===== src/strint_pkg.sv =====
// Shared types and constants for the string-to-integer parser.
package strint_pkg;

    localparam int DEFAULT_VALUE_WIDTH = 32;
    localparam int CHAR_WIDTH          = 8;
    localparam int RESULT_WIDTH        = 32;

    // Parser phase, one-hot
    typedef enum logic [3:0] {
        PH_START = 4'b0001,
        PH_ZERO  = 4'b0010,
        PH_DIGIT = 4'b0100,
        PH_DONE  = 4'b1000
    } phase_t;

    typedef enum logic [1:0] {
        RADIX_DEC = 2'd0,
        RADIX_BIN = 2'd1,
        RADIX_OCT = 2'd2,
        RADIX_HEX = 2'd3
    } radix_t;

    // Control part of the parser state
    typedef struct packed {
        phase_t phase;
        radix_t radix;
        logic   neg;
    } ctrl_t;

    localparam ctrl_t CTRL_RESET = '{phase: PH_START, radix: RADIX_DEC, neg: 1'b0};

    // ASCII codes
    localparam logic [CHAR_WIDTH-1:0] CHAR_MINUS      = 8'h2D;
    localparam logic [CHAR_WIDTH-1:0] CHAR_PLUS       = 8'h2B;
    localparam logic [CHAR_WIDTH-1:0] CHAR_DIGIT_0    = 8'h30;
    localparam logic [CHAR_WIDTH-1:0] CHAR_DIGIT_1    = 8'h31;
    localparam logic [CHAR_WIDTH-1:0] CHAR_DIGIT_9    = 8'h39;
    localparam logic [CHAR_WIDTH-1:0] CHAR_UPPER_A    = 8'h41;
    localparam logic [CHAR_WIDTH-1:0] CHAR_UPPER_B    = 8'h42;
    localparam logic [CHAR_WIDTH-1:0] CHAR_UPPER_F    = 8'h46;
    localparam logic [CHAR_WIDTH-1:0] CHAR_UPPER_X    = 8'h58;
    localparam logic [CHAR_WIDTH-1:0] CHAR_UNDERSCORE = 8'h5F;
    localparam logic [CHAR_WIDTH-1:0] CHAR_LOWER_A    = 8'h61;
    localparam logic [CHAR_WIDTH-1:0] CHAR_LOWER_B    = 8'h62;
    localparam logic [CHAR_WIDTH-1:0] CHAR_LOWER_F    = 8'h66;
    localparam logic [CHAR_WIDTH-1:0] CHAR_LOWER_X    = 8'h78;

endpackage


===== src/strint_step.sv =====
// Next-state logic of the parser for one character.
module strint_step #(
    parameter int VALUE_WIDTH = strint_pkg::DEFAULT_VALUE_WIDTH
) (
    input  strint_pkg::ctrl_t                    ctrl_i,
    input  logic [VALUE_WIDTH-1:0]               acc_i,
    input  logic [strint_pkg::CHAR_WIDTH-1:0]    char_i,
    input  logic                                 none_i,
    output strint_pkg::ctrl_t                    ctrl_o,
    output logic [VALUE_WIDTH-1:0]               acc_o
);

    logic                   hit;
    logic [3:0]             digit_val;
    logic                   in_radix;
    logic                   is_digit;
    strint_pkg::radix_t     eff_radix;
    logic [VALUE_WIDTH-1:0] scaled;
    logic [VALUE_WIDTH-1:0] digit_ext;
    logic [VALUE_WIDTH-1:0] digit_signed;
    logic [VALUE_WIDTH-1:0] acc_digit;

    // Decode the character as a hex digit
    always_comb begin
        hit       = 1'b0;
        digit_val = 4'd0;
        if (char_i >= strint_pkg::CHAR_DIGIT_0 && char_i <= strint_pkg::CHAR_DIGIT_9) begin
            hit       = 1'b1;
            digit_val = 4'(char_i - strint_pkg::CHAR_DIGIT_0);
        end else if (char_i >= strint_pkg::CHAR_LOWER_A
                     && char_i <= strint_pkg::CHAR_LOWER_F) begin
            hit       = 1'b1;
            digit_val = 4'(char_i - strint_pkg::CHAR_LOWER_A) + 4'd10;
        end else if (char_i >= strint_pkg::CHAR_UPPER_A
                     && char_i <= strint_pkg::CHAR_UPPER_F) begin
            hit       = 1'b1;
            digit_val = 4'(char_i - strint_pkg::CHAR_UPPER_A) + 4'd10;
        end
    end

    // After a leading zero the next character is read as octal
    assign eff_radix = (ctrl_i.phase == strint_pkg::PH_ZERO) ? strint_pkg::RADIX_OCT
                                                              : ctrl_i.radix;

    // Range check and shift for the radix in use
    always_comb begin
        unique case (eff_radix)
            strint_pkg::RADIX_BIN: begin
                in_radix = (digit_val < 4'd2);
                scaled   = acc_i << 1;
            end
            strint_pkg::RADIX_OCT: begin
                in_radix = (digit_val < 4'd8);
                scaled   = acc_i << 3;
            end
            strint_pkg::RADIX_DEC: begin
                in_radix = (digit_val < 4'd10);
                scaled   = (acc_i << 3) + (acc_i << 1);
            end
            default: begin
                in_radix = 1'b1;
                scaled   = acc_i << 4;
            end
        endcase
    end

    // A negative number accumulates downward so no final negate is needed
    assign is_digit     = hit && in_radix;
    assign digit_ext    = {{(VALUE_WIDTH-4){1'b0}}, digit_val};
    assign digit_signed = ctrl_i.neg ? ('0 - digit_ext) : digit_ext;
    assign acc_digit    = scaled + digit_signed;

    // Advance the parse by one character
    always_comb begin
        ctrl_o = ctrl_i;
        acc_o  = acc_i;
        if (!none_i) begin
            unique case (ctrl_i.phase)
                strint_pkg::PH_START: begin
                    priority if (char_i == strint_pkg::CHAR_MINUS) begin
                        ctrl_o.neg   = 1'b1;
                        ctrl_o.radix = strint_pkg::RADIX_DEC;
                        ctrl_o.phase = strint_pkg::PH_DIGIT;
                    end else if (char_i == strint_pkg::CHAR_PLUS) begin
                        ctrl_o.radix = strint_pkg::RADIX_DEC;
                        ctrl_o.phase = strint_pkg::PH_DIGIT;
                    end else if (char_i == strint_pkg::CHAR_DIGIT_0) begin
                        ctrl_o.phase = strint_pkg::PH_ZERO;
                    end else if (char_i >= strint_pkg::CHAR_DIGIT_1
                                 && char_i <= strint_pkg::CHAR_DIGIT_9) begin
                        acc_o        = digit_ext;
                        ctrl_o.radix = strint_pkg::RADIX_DEC;
                        ctrl_o.phase = strint_pkg::PH_DIGIT;
                    end else begin
                        acc_o        = '0;
                        ctrl_o.neg   = 1'b0;
                        ctrl_o.phase = strint_pkg::PH_DONE;
                    end
                end
                strint_pkg::PH_ZERO: begin
                    ctrl_o.phase = strint_pkg::PH_DIGIT;
                    priority if (char_i == strint_pkg::CHAR_LOWER_B
                                 || char_i == strint_pkg::CHAR_UPPER_B) begin
                        ctrl_o.radix = strint_pkg::RADIX_BIN;
                    end else if (char_i == strint_pkg::CHAR_LOWER_X
                                 || char_i == strint_pkg::CHAR_UPPER_X) begin
                        ctrl_o.radix = strint_pkg::RADIX_HEX;
                    end else begin
                        ctrl_o.radix = strint_pkg::RADIX_OCT;
                        if (is_digit) begin
                            acc_o = acc_digit;
                        end else if (char_i != strint_pkg::CHAR_UNDERSCORE) begin
                            ctrl_o.phase = strint_pkg::PH_DONE;
                        end
                    end
                end
                strint_pkg::PH_DIGIT: begin
                    if (is_digit) begin
                        acc_o = acc_digit;
                    end else if (char_i != strint_pkg::CHAR_UNDERSCORE) begin
                        ctrl_o.phase = strint_pkg::PH_DONE;
                    end
                end
                default: begin
                    // Parse finished: ignore the rest of the string
                end
            endcase
        end
    end

endmodule


===== src/strint_out.sv =====
// Result register of the parser, master side of the output stream.
module strint_out (
    input  logic                                aclk,
    input  logic                                aresetn,
    input  logic                                load_i,
    input  logic [strint_pkg::RESULT_WIDTH-1:0] data_i,
    output logic                                space_o,
    output logic                                m_tvalid,
    input  logic                                m_tready,
    output logic [strint_pkg::RESULT_WIDTH-1:0] m_tdata    // [31:0] value
);

    logic                                out_valid_reg;
    logic                                out_valid_next;
    logic [strint_pkg::RESULT_WIDTH-1:0] out_data_reg;

    // Free when empty or when the held beat leaves this cycle
    assign space_o = !out_valid_reg || m_tready;

    always_comb begin
        out_valid_next = out_valid_reg;
        if (load_i) begin
            out_valid_next = 1'b1;
        end else if (m_tready) begin
            out_valid_next = 1'b0;
        end
    end

    always_ff @(posedge aclk) begin
        if (!aresetn) begin
            out_valid_reg <= 1'b0;
        end else begin
            out_valid_reg <= out_valid_next;
        end
    end

    // Hold the result until taken
    always_ff @(posedge aclk) begin
        if (load_i) begin
            out_data_reg <= data_i;
        end
    end

    assign m_tvalid = out_valid_reg;
    assign m_tdata  = out_data_reg;

endmodule


===== src/string_to_integer_parser_top.sv =====
// Top level of the string-to-integer parser with sign and radix prefix.
//
//   channel | direction | tdata           | tlast     | tuser
//   s_      | in        | [7:0] char_code | last_char | no_char
//   m_      | out       | [31:0] value    | -         | -
//
// One character beat is taken per cycle unless a last beat waits on a stalled
// result; the only loop is the parser state updated by one shift-add per character,
// so beats may follow back to back. m_tvalid rises once the beat marked last has
// moved from the input register into the result register.
// Reset clears the input and result valid flags and the parser state.
// A stalled result holds a later last beat in the input register; beats before it keep flowing.
module string_to_integer_parser_top #(
    parameter int VALUE_WIDTH = strint_pkg::DEFAULT_VALUE_WIDTH
) (
    input  logic                                aclk,
    input  logic                                aresetn,
    input  logic                                s_tvalid,
    output logic                                s_tready,
    input  logic [strint_pkg::CHAR_WIDTH-1:0]   s_tdata,   // [7:0] char_code
    input  logic                                s_tlast,
    input  logic                                s_tuser,   // [0] no_char
    output logic                                m_tvalid,
    input  logic                                m_tready,
    output logic [strint_pkg::RESULT_WIDTH-1:0] m_tdata    // [31:0] value
);

    logic                                in_valid_reg;
    logic                                in_valid_next;
    logic [strint_pkg::CHAR_WIDTH-1:0]   in_char_reg;
    logic                                in_last_reg;
    logic                                in_none_reg;
    strint_pkg::ctrl_t                   ctrl_reg;
    strint_pkg::ctrl_t                   ctrl_next;
    logic [VALUE_WIDTH-1:0]              acc_reg;
    logic [VALUE_WIDTH-1:0]              acc_next;
    strint_pkg::ctrl_t                   step_ctrl;
    logic [VALUE_WIDTH-1:0]              step_acc;
    logic [strint_pkg::RESULT_WIDTH-1:0] result;
    logic                                out_space;
    logic                                advance;
    logic                                out_load;
    logic                                s_take;

    // Move the held beat on unless a result cannot be stored yet
    assign advance  = in_valid_reg && (!in_last_reg || out_space);
    assign out_load = advance && in_last_reg;
    assign s_tready = !in_valid_reg || advance;
    assign s_take   = s_tvalid && s_tready;

    always_comb begin
        in_valid_next = in_valid_reg;
        if (s_take) begin
            in_valid_next = 1'b1;
        end else if (advance) begin
            in_valid_next = 1'b0;
        end
    end

    always_ff @(posedge aclk) begin
        if (!aresetn) begin
            in_valid_reg <= 1'b0;
        end else begin
            in_valid_reg <= in_valid_next;
        end
    end

    // Capture the input beat
    always_ff @(posedge aclk) begin
        if (s_take) begin
            in_char_reg <= s_tdata;
            in_last_reg <= s_tlast;
            in_none_reg <= s_tuser;
        end
    end

    strint_step #(
        .VALUE_WIDTH(VALUE_WIDTH)
    ) u_step (
        .ctrl_i (ctrl_reg),
        .acc_i  (acc_reg),
        .char_i (in_char_reg),
        .none_i (in_none_reg),
        .ctrl_o (step_ctrl),
        .acc_o  (step_acc)
    );

    // Return to the start of a string after a last beat
    always_comb begin
        ctrl_next = ctrl_reg;
        acc_next  = acc_reg;
        if (advance) begin
            if (in_last_reg) begin
                ctrl_next = strint_pkg::CTRL_RESET;
                acc_next  = '0;
            end else begin
                ctrl_next = step_ctrl;
                acc_next  = step_acc;
            end
        end
    end

    always_ff @(posedge aclk) begin
        if (!aresetn) begin
            ctrl_reg <= strint_pkg::CTRL_RESET;
            acc_reg  <= '0;
        end else begin
            ctrl_reg <= ctrl_next;
            acc_reg  <= acc_next;
        end
    end

    // Sign-extend or truncate the accumulator to the result width
    generate
        if (VALUE_WIDTH >= strint_pkg::RESULT_WIDTH) begin : g_trunc
            assign result = step_acc[strint_pkg::RESULT_WIDTH-1:0];
        end else begin : g_extend
            assign result = {{(strint_pkg::RESULT_WIDTH-VALUE_WIDTH){step_acc[VALUE_WIDTH-1]}},
                             step_acc};
        end
    endgenerate

    strint_out u_out (
        .aclk     (aclk),
        .aresetn  (aresetn),
        .load_i   (out_load),
        .data_i   (result),
        .space_o  (out_space),
        .m_tvalid (m_tvalid),
        .m_tready (m_tready),
        .m_tdata  (m_tdata)
    );

    // A result is produced only from a held last beat
    a_load_from_last: assert property (@(posedge aclk) disable iff (!aresetn)
        out_load |-> (in_valid_reg && in_last_reg))
        else $error("result loaded without a last beat");

    // The parser is back at the start after a string ends
    a_reset_after_last: assert property (@(posedge aclk) disable iff (!aresetn)
        out_load |=> (ctrl_reg == strint_pkg::CTRL_RESET && acc_reg == '0))
        else $error("parser state not cleared after a string");

    // Once done, the value does not change until the string ends
    a_done_holds: assert property (@(posedge aclk) disable iff (!aresetn)
        (ctrl_reg.phase == strint_pkg::PH_DONE && !out_load)
        |=> ($stable(acc_reg) && ctrl_reg.phase == strint_pkg::PH_DONE))
        else $error("accumulator changed after the parse ended");

    // A minus sign only exists once digits are expected
    a_neg_phase: assert property (@(posedge aclk) disable iff (!aresetn)
        ctrl_reg.neg |-> (ctrl_reg.phase == strint_pkg::PH_DIGIT
                          || ctrl_reg.phase == strint_pkg::PH_DONE))
        else $error("negative flag set outside the digit phases");

endmodule

===== config.mk =====
export PLATFORM = sky130hd
export DESIGN_NAME = string_to_integer_parser_top
export DESIGN_NICKNAME = d
export VERILOG_FILES = /design/src/strint_pkg.sv /design/src/strint_step.sv /design/src/strint_out.sv /design/src/string_to_integer_parser_top.sv
export SDC_FILE = /design/constraint.sdc
export NUM_CORES = 1
export LEC_CHECK = 0
export ABC_AREA = 1
export CAP_MARGIN = 20
export CORE_ASPECT_RATIO = 0.5
export CORE_MARGIN = 3
export CORE_UTILIZATION = 32
export DETAILED_ROUTE_END_ITERATION = 16
export DONT_BUFFER_PORTS = 1
export PLACE_DENSITY = 0.47
export SLEW_MARGIN = 20
export SYNTH_ARGS = -nofsm -noshare
export SYNTH_HDL_FRONTEND = slang
export SYNTH_SLANG_ARGS = --single-unit

===== constraint.sdc =====
create_clock -name aclk -period 6.1 [get_ports aclk]
set_clock_uncertainty 0.2 [all_clocks]
set_input_delay 0.915 -clock aclk [delete_from_list [all_inputs] [get_ports aclk]]
set_output_delay 0.915 -clock aclk [all_outputs]
set_load 0.005 [all_outputs]

# --- Word-level counts from Yosys, hierarchy flattened ---
# Index checks and enable logic that the tools add are counted.
totals:
  memories: 0
  output_inout_bits: 34
  ram_bits: 0
  latchBits: 0
  mem_bits_ro: 0
  register_bits: 83
  word_cells: 119
classes:
  eq_ne: 21
  n_lt_le_gt_ge: 10
  n_shift: 0
  mul: 0
  n_reduce_logical: 25
  n_mux: 45
  n_bitwise: 0
  n_div: 0
  n_addsub: 8
op_table:
  columns: ["op", "count"]
  rows:
  - ["$mux 32", 9]
  - ["$pmux 32 s3", 2]
  - ["$add 32x32->32", 2]
  - ["$mux 4", 12]
  - ["$eq 8x7->1 const B", 4]
  - ["$eq 8x6->1 const B", 3]
  - ["$mux 7", 3]
  - ["$ge 8x6->1 const B", 2]
  - ["$ge 8x7->1 const B", 2]
  - ["$le 8x7->1 const B", 2]
  - ["$ne 3x2->1 const B", 4]
  - ["$pmux 4 s3", 1]
  - ["$sub 4x1->4 const B", 3]
  - ["$mux 1", 11]
  - ["$reduce_and 5->1", 2]
  - ["$add 4x4->4 const B", 2]
  - ["$le 8x6->1 const B", 1]
  - ["$logic_and 1x1->1", 8]
  - ["$lt 4x4->1 const B", 2]
  - ["$ne 8x7->1 const B", 1]
  - ["$mux 2", 3]
  - ["$mux 6", 1]
  - ["$reduce_and 6->1", 1]
  - ["$reduce_bool 2->1", 3]
  - ["other kinds (19)", 25]

# --- Depth between registers and ports, before layout ---
logic_depth:
  depth_word: 14
  ltp_mapped: 32
  ltp_nobuf: 32

# --- Cells and area by module ---
# From an unflattened synthesis, not the netlist that was laid out.
hier_totals:
  cells_unflattened: 1313
  area_unflattened_um2: 8678.3
by_module_without_submodules:
  columns: ["mod", "cells_per_inst", "instances", "area_each_um2", "seq_area_each_um2"]
  rows:
  - ["strint_step", 1084, 1, 5943.2, 0.0]
  - ["string_to_integer_parser_top", 191, 1, 1727.9, 1101.1]
  - ["strint_out", 38, 1, 1007.2, 980.9]

# --- Worst setup path after synthesis ---
# OpenSTA, ideal clock, no wires.
synth_path:
  path_kind: "register to register"
  startpoint: "reg in_char_reg[1] in the netlist's numbering"
  endpoint: "reg u_out.out_data_reg, in the netlist u_out.m_tdata[29] (data pin)"
  path_slack_ns: 1.662
  n_path_buf: 0
  arrival_ns: 3.984
  path_stages_with_launch: 30
  setup_time_ns: 0.255
  required_time_ns: 5.645
  path_cell_list: "edfxtp_1 -> inv_1 -> ha_1 -> inv_1 -> nand2_1 -> nor2_2 -> nand2_1 -> nand3_2 -> nor2_2 -> a21oi_4 -> ha_1 -> nand3_1 -> nand2_1 -> inv_1 -> ha_1 -> a21oi_1 -> o21ai_1 -> a21oi_1 -> o21ai_1 -> nand2_1 -> nand2_1 -> nand2_1 -> nand3_1 -> nand2_1 -> nand2_1 -> o21ai_1 -> inv_2 -> o21ai_1 -> nand3_1 -> and2_1"
synth_between:
  elab_chain_cells: 13
  elab_cells_between_ends: 45
  cone_classes: "7 x add/sub; 9 x order compare; 7 x eq/ne; 16 x mux; 6 x reduce/logical"
synth_lines:
  columns: ["item", "line_no", "text"]
  rows:
  - ["start: declaration", "string_to_integer_parser_top.sv:30", "logic [strint_pkg::CHAR_WIDTH-1:0] in_char_reg;"]
  - ["start signal: assignment", "string_to_integer_parser_top.sv:71", "in_char_reg <= s_tdata;"]
  - ["$sub 4x1->4 (tied with other cells)", "strint_step.sv:33, strint_step.sv:37", null]
  - ["$add 4x4->4 or $logic_and 1x1->1 (tied branches)", "strint_step.sv:33, strint_step.sv:37, strint_step.sv:35", null]
  - ["$mux 4", "strint_step.sv:34", "end else if (char_i >= strint_pkg::CHAR_UPPER_A"]
  - ["$mux 4", "strint_step.sv:30", "end else if (char_i >= strint_pkg::CHAR_LOWER_A"]
  - ["$mux 4", "strint_step.sv:27", "if (char_i >= strint_pkg::CHAR_DIGIT_0 && char_i <= strint_pkg::CHAR_DIGIT_9) begin"]
  - ["$sub 1x4->5 (tied with other cells)", "strint_step.sv:70", "assign digit_signed = ctrl_i.neg ? ('0 - digit_ext) : digit_ext;"]
  - ["$mux 32 or $pmux 1 s3 (tied branches)", "strint_step.sv:70, strint_step.sv:47", null]
  - ["$add 32x32->32 or $logic_and 1x1->1 (tied branches)", "strint_step.sv:71, strint_step.sv:68", null]
  - ["$mux 32", "strint_step.sv:110, strint_step.sv:118", null]
  - ["$mux 32", "strint_step.sv:105", "end else if (char_i == strint_pkg::CHAR_LOWER_X"]
  - ["$mux 32", "strint_step.sv:102", "priority if (char_i == strint_pkg::CHAR_LOWER_B"]
  - ["$pmux 32 s3 (*)", "strint_step.sv:78", "unique case (ctrl_i.phase)"]
  - ["$mux 32 (*)", "strint_step.sv:77", "if (!none_i) begin"]
  - ["net result (one bit)", "string_to_integer_parser_top.sv:39", "logic [strint_pkg::RESULT_WIDTH-1:0] result;"]
  - ["end signal: assignment", "strint_out.sv:40", "out_data_reg <= data_i;"]
  - ["end: declaration", "strint_out.sv:15", "logic [strint_pkg::RESULT_WIDTH-1:0] out_data_reg;"]
# The timed path passes the listed nets; every way through them passes the cells marked *.
# A chain may end at the register's enable or synchronous reset.

# --- Worst setup path after layout ---
layout_path:
  startpoint: "reg acc_reg[4]"
  endpoint: "reg acc_reg[27]"
layout_between:
  elab_chain_cells: 9
layout_lines:
  columns: ["item", "line_no", "text"]
  rows:
  - ["start: declaration", "string_to_integer_parser_top.sv:35", "logic [VALUE_WIDTH-1:0] acc_reg;"]
  - ["start signal: assignment", "string_to_integer_parser_top.sv:109", "acc_reg <= acc_next;"]
  - ["$add 32x32->32", "strint_step.sv:58", "scaled = (acc_i << 3) + (acc_i << 1);"]
  - ["$pmux 32 s3 (*)", "strint_step.sv:47", "unique case (eff_radix)"]
  - ["$add 32x32->32 (*)", "strint_step.sv:71", "assign acc_digit = scaled + digit_signed;"]
  - ["$mux 32 (*)", "strint_step.sv:110, strint_step.sv:118", null]
  - ["$mux 32", "strint_step.sv:105", null]
  - ["$mux 32", "strint_step.sv:102", null]
  - ["$pmux 32 s3 (*)", "strint_step.sv:78", null]
  - ["$mux 32 (*)", "strint_step.sv:77", null]
  - ["$mux 32 (*)", "string_to_integer_parser_top.sv:93", "if (in_last_reg) begin"]
# Every way passes the cells marked *; elsewhere a longest branch is shown, timed or not.

==> metrics.cfg <==
[sta]
slew_viol_final=0
min_period_over_period_pct=90.3
max_freq_mhz=182
grt_setup_unrepaired=no
min_period_ns=5.51
relSlewSlack_pct=25.8
setup_tns_ns=0
setup_viol=0
worst_pin_slew_ns=1.11
finalHoldViolCount=0

[die]
fp.dieW_um=242
start_util_pct=33.1
core_um2=26900
dieArea_um2=29900
rows=42
die_y_um=124
ios=48

[final_layout]
n_antenna_cell=0
nets=1372
final_core_util_pct=35.8
syn_to_final_growth_pct=8.43
drive_above_1_share_pct=8.72
stdcell_count=1670

[clocking]
htreeDepth=3
clk_path_buf_depth=2
clock_sinks=83
cts_tree=built
cts_setup_buffers=0
clock_latency_ns=0.37
cts_resized=0
numCtsBuffers=9
cts_hold_buf=0
root_buffer=clkbuf_16
clk_pin_slew_ns=0.07

[global_route]
met3_usage_pct=7.68
grt-ovfl-total=0
grt_max_degree=66
grt_pass1_wl_mm=51.6
top_usage_layer=met1
met1_usage_pct=33.6
grt_pass1_vias=8689
grtUsageTotal_pct=22.6
met2_usage_pct=31.3
antenna_found_initial=0

[power_and_ir_drop]
power-per-cell-area_nw_per_um2=168
sw_frac_of_total_pct=32.4
cell_internal_pwr_mw=1.09
ir_drop_v=0.000111
combPwrFrac_pct=22.3
pwr-share-seq_pct=39.6
power_mw=1.62
p_clk_share_pct=38.1
p_switching_mw=0.525
leakagePower_nw=3.96

[worst_setup_path]
max_stage_delay_ns=0.50
critPathKind=flop to flop
cp-end-kind=flop
critPathArrivalTime_ns=5.52
reg2regPathDepth=27
cp.required_ns=6.11
slowest_stage=dfxtp_1
cp-start-kind=flop
critPathMaxFanout=8

[detailed_routing]
drtIter0Drc=815
dr.pass1.iters=7
drt_wl_total_mm=33.9
drtAntennaViolNets=0
vias=9430
wl_per_cell_um=20.3
viasPerCell=5.65
drc=0

[synthesis]
netlist_area_um2=8880
synth_area_leaders=edfxtp_1 (14%), nand2_1 (13%), dfxtp_1 (9.2%)
synth_commonest_cells=nand2_1 (296), inv_1 (135), a21oi_1 (128)
synth-seq-cells=83
synthDistinctLibCells=59
synthFlopType=edfxtp_1
synth.most_common_cell=nand2_1
synth-edff-count=42
ys_warn_count=0
yosysTopAreaCellShare_pct=14.2
postSynthAreaPerCell_um2=6.78
synth_top_cell_by_area=edfxtp_1
seq_area_frac_synth_pct=23.5
netlist_instances=1309
synth_nets=1389
async_flop_share_pct=0

[place]
port_buffers=0
dpl.cell_count=1655
hpwl_mm=24.4
finalWeightedCongestion=0.944

[flow_run]
maxCapViolations=0

[run_status]
status=finished, final reports clean

[worst_hold_path]
whs_path_depth=2
hp-class=flop to flop

[cells in the final DEF, fill, tap and decap left out, types with 18 or more instances in the layout]
cell / n
dfxtp_1: 41
o21a_1: 18
o211ai_1: 27
o21ai_0: 89
xor2_1: 20
nand2_1: 296
nor2_1: 72
edfxtp_1: 42
ha_1: 64
a32oi_1: 22
or2_2: 20
nand3_1: 76
buf_4: 26
a31oi_1: 19
inv_1: 133
a21oi_1: 128
o221ai_1: 24
[routing by layer]
layer / share of wire [%] / wire length (um) / up-vias
li1: - / - / 4581
met2: 39 / 13100 / 363
met1: 51 / 17300 / 4453
met3: 9.5 / 3220 / 33
met5: 0 / 0 / -
met4: 1.0 / 349 / 0
[critical path: cells and delay by family (launching register included)]
| family | cells | cell delay, ns |
|---|---|---|
| compound gates | 15 | 2.84 |
| flops | 1 | 0.50 |
| fa+ha+maj | 2 | 0.65 |
| simple gates | 6 | 0.65 |
| buf+inv | 4 | 0.53 |
[worst paths after layout]
path / start / to / slack, ns
worst min register to register: acc_reg[31] / acc_reg[31] / 0.29
worst min-delay path: acc_reg[31] / acc_reg[31] / 0.29
worst max-delay path: acc_reg[4] / acc_reg[27] / 0.59
worst max register to register: acc_reg[4] / acc_reg[27] / 0.59
[cell families (layout without fill, tap and decap cells)]
| logic type | count (synthesis) | after routing | share of synthesized area (%) |
|---|---|---|---|
| XOR/XNOR | 25 | 25 | 2.47 |
| flip-flops | 83 | 83 | 23.5 |
| AO/OA/AOI/OAI | 411 | 411 | 29.7 |
| adder cells (fa/ha/maj) | 66 | 66 | 9.47 |
| buffers and inverters | 200 | 187 | 9.02 |
| AND/OR/NAND/NOR | 524 | 524 | 25.9 |
[final cells by class]
class,count,area [um^2]
fillers,2900,17200
inverters,145,544
flip-flops and latches,83,2080
well taps,374,468
clock inverters,4,73.8
multi-input cells,1026,6000
repair buffers,27,210
clock buffers,11,243
[power groups by stage]
stage / Clock, mW / Combinational (mW) / Sequential [mW]
after detailed placement: 0 / 0.354 / 0.654
after CTS: 0.642 / 0.355 / 0.642
after floorplan: 0 / 0.253 / 0.645
after global placement: 0 / 0.351 / 0.654
after global routing: 0.655 / 0.396 / 0.645
final: 0.617 / 0.362 / 0.641
[through the flow]
step | hold slack [ns] | area (um^2) | worst slack [ns]
finish | 0.289 | 9620 | 0.592
floorplan | 0.259 | 8880 | 1.66
CTS | 0.290 | 9620 | 0.678
detailed placement | 0.280 | 9310 | 0.708
global route | 0.317 | 9620 | 0.145
global placement | 0.273 | 9290 | 0.774
Power figures use the tool's default switching activity.
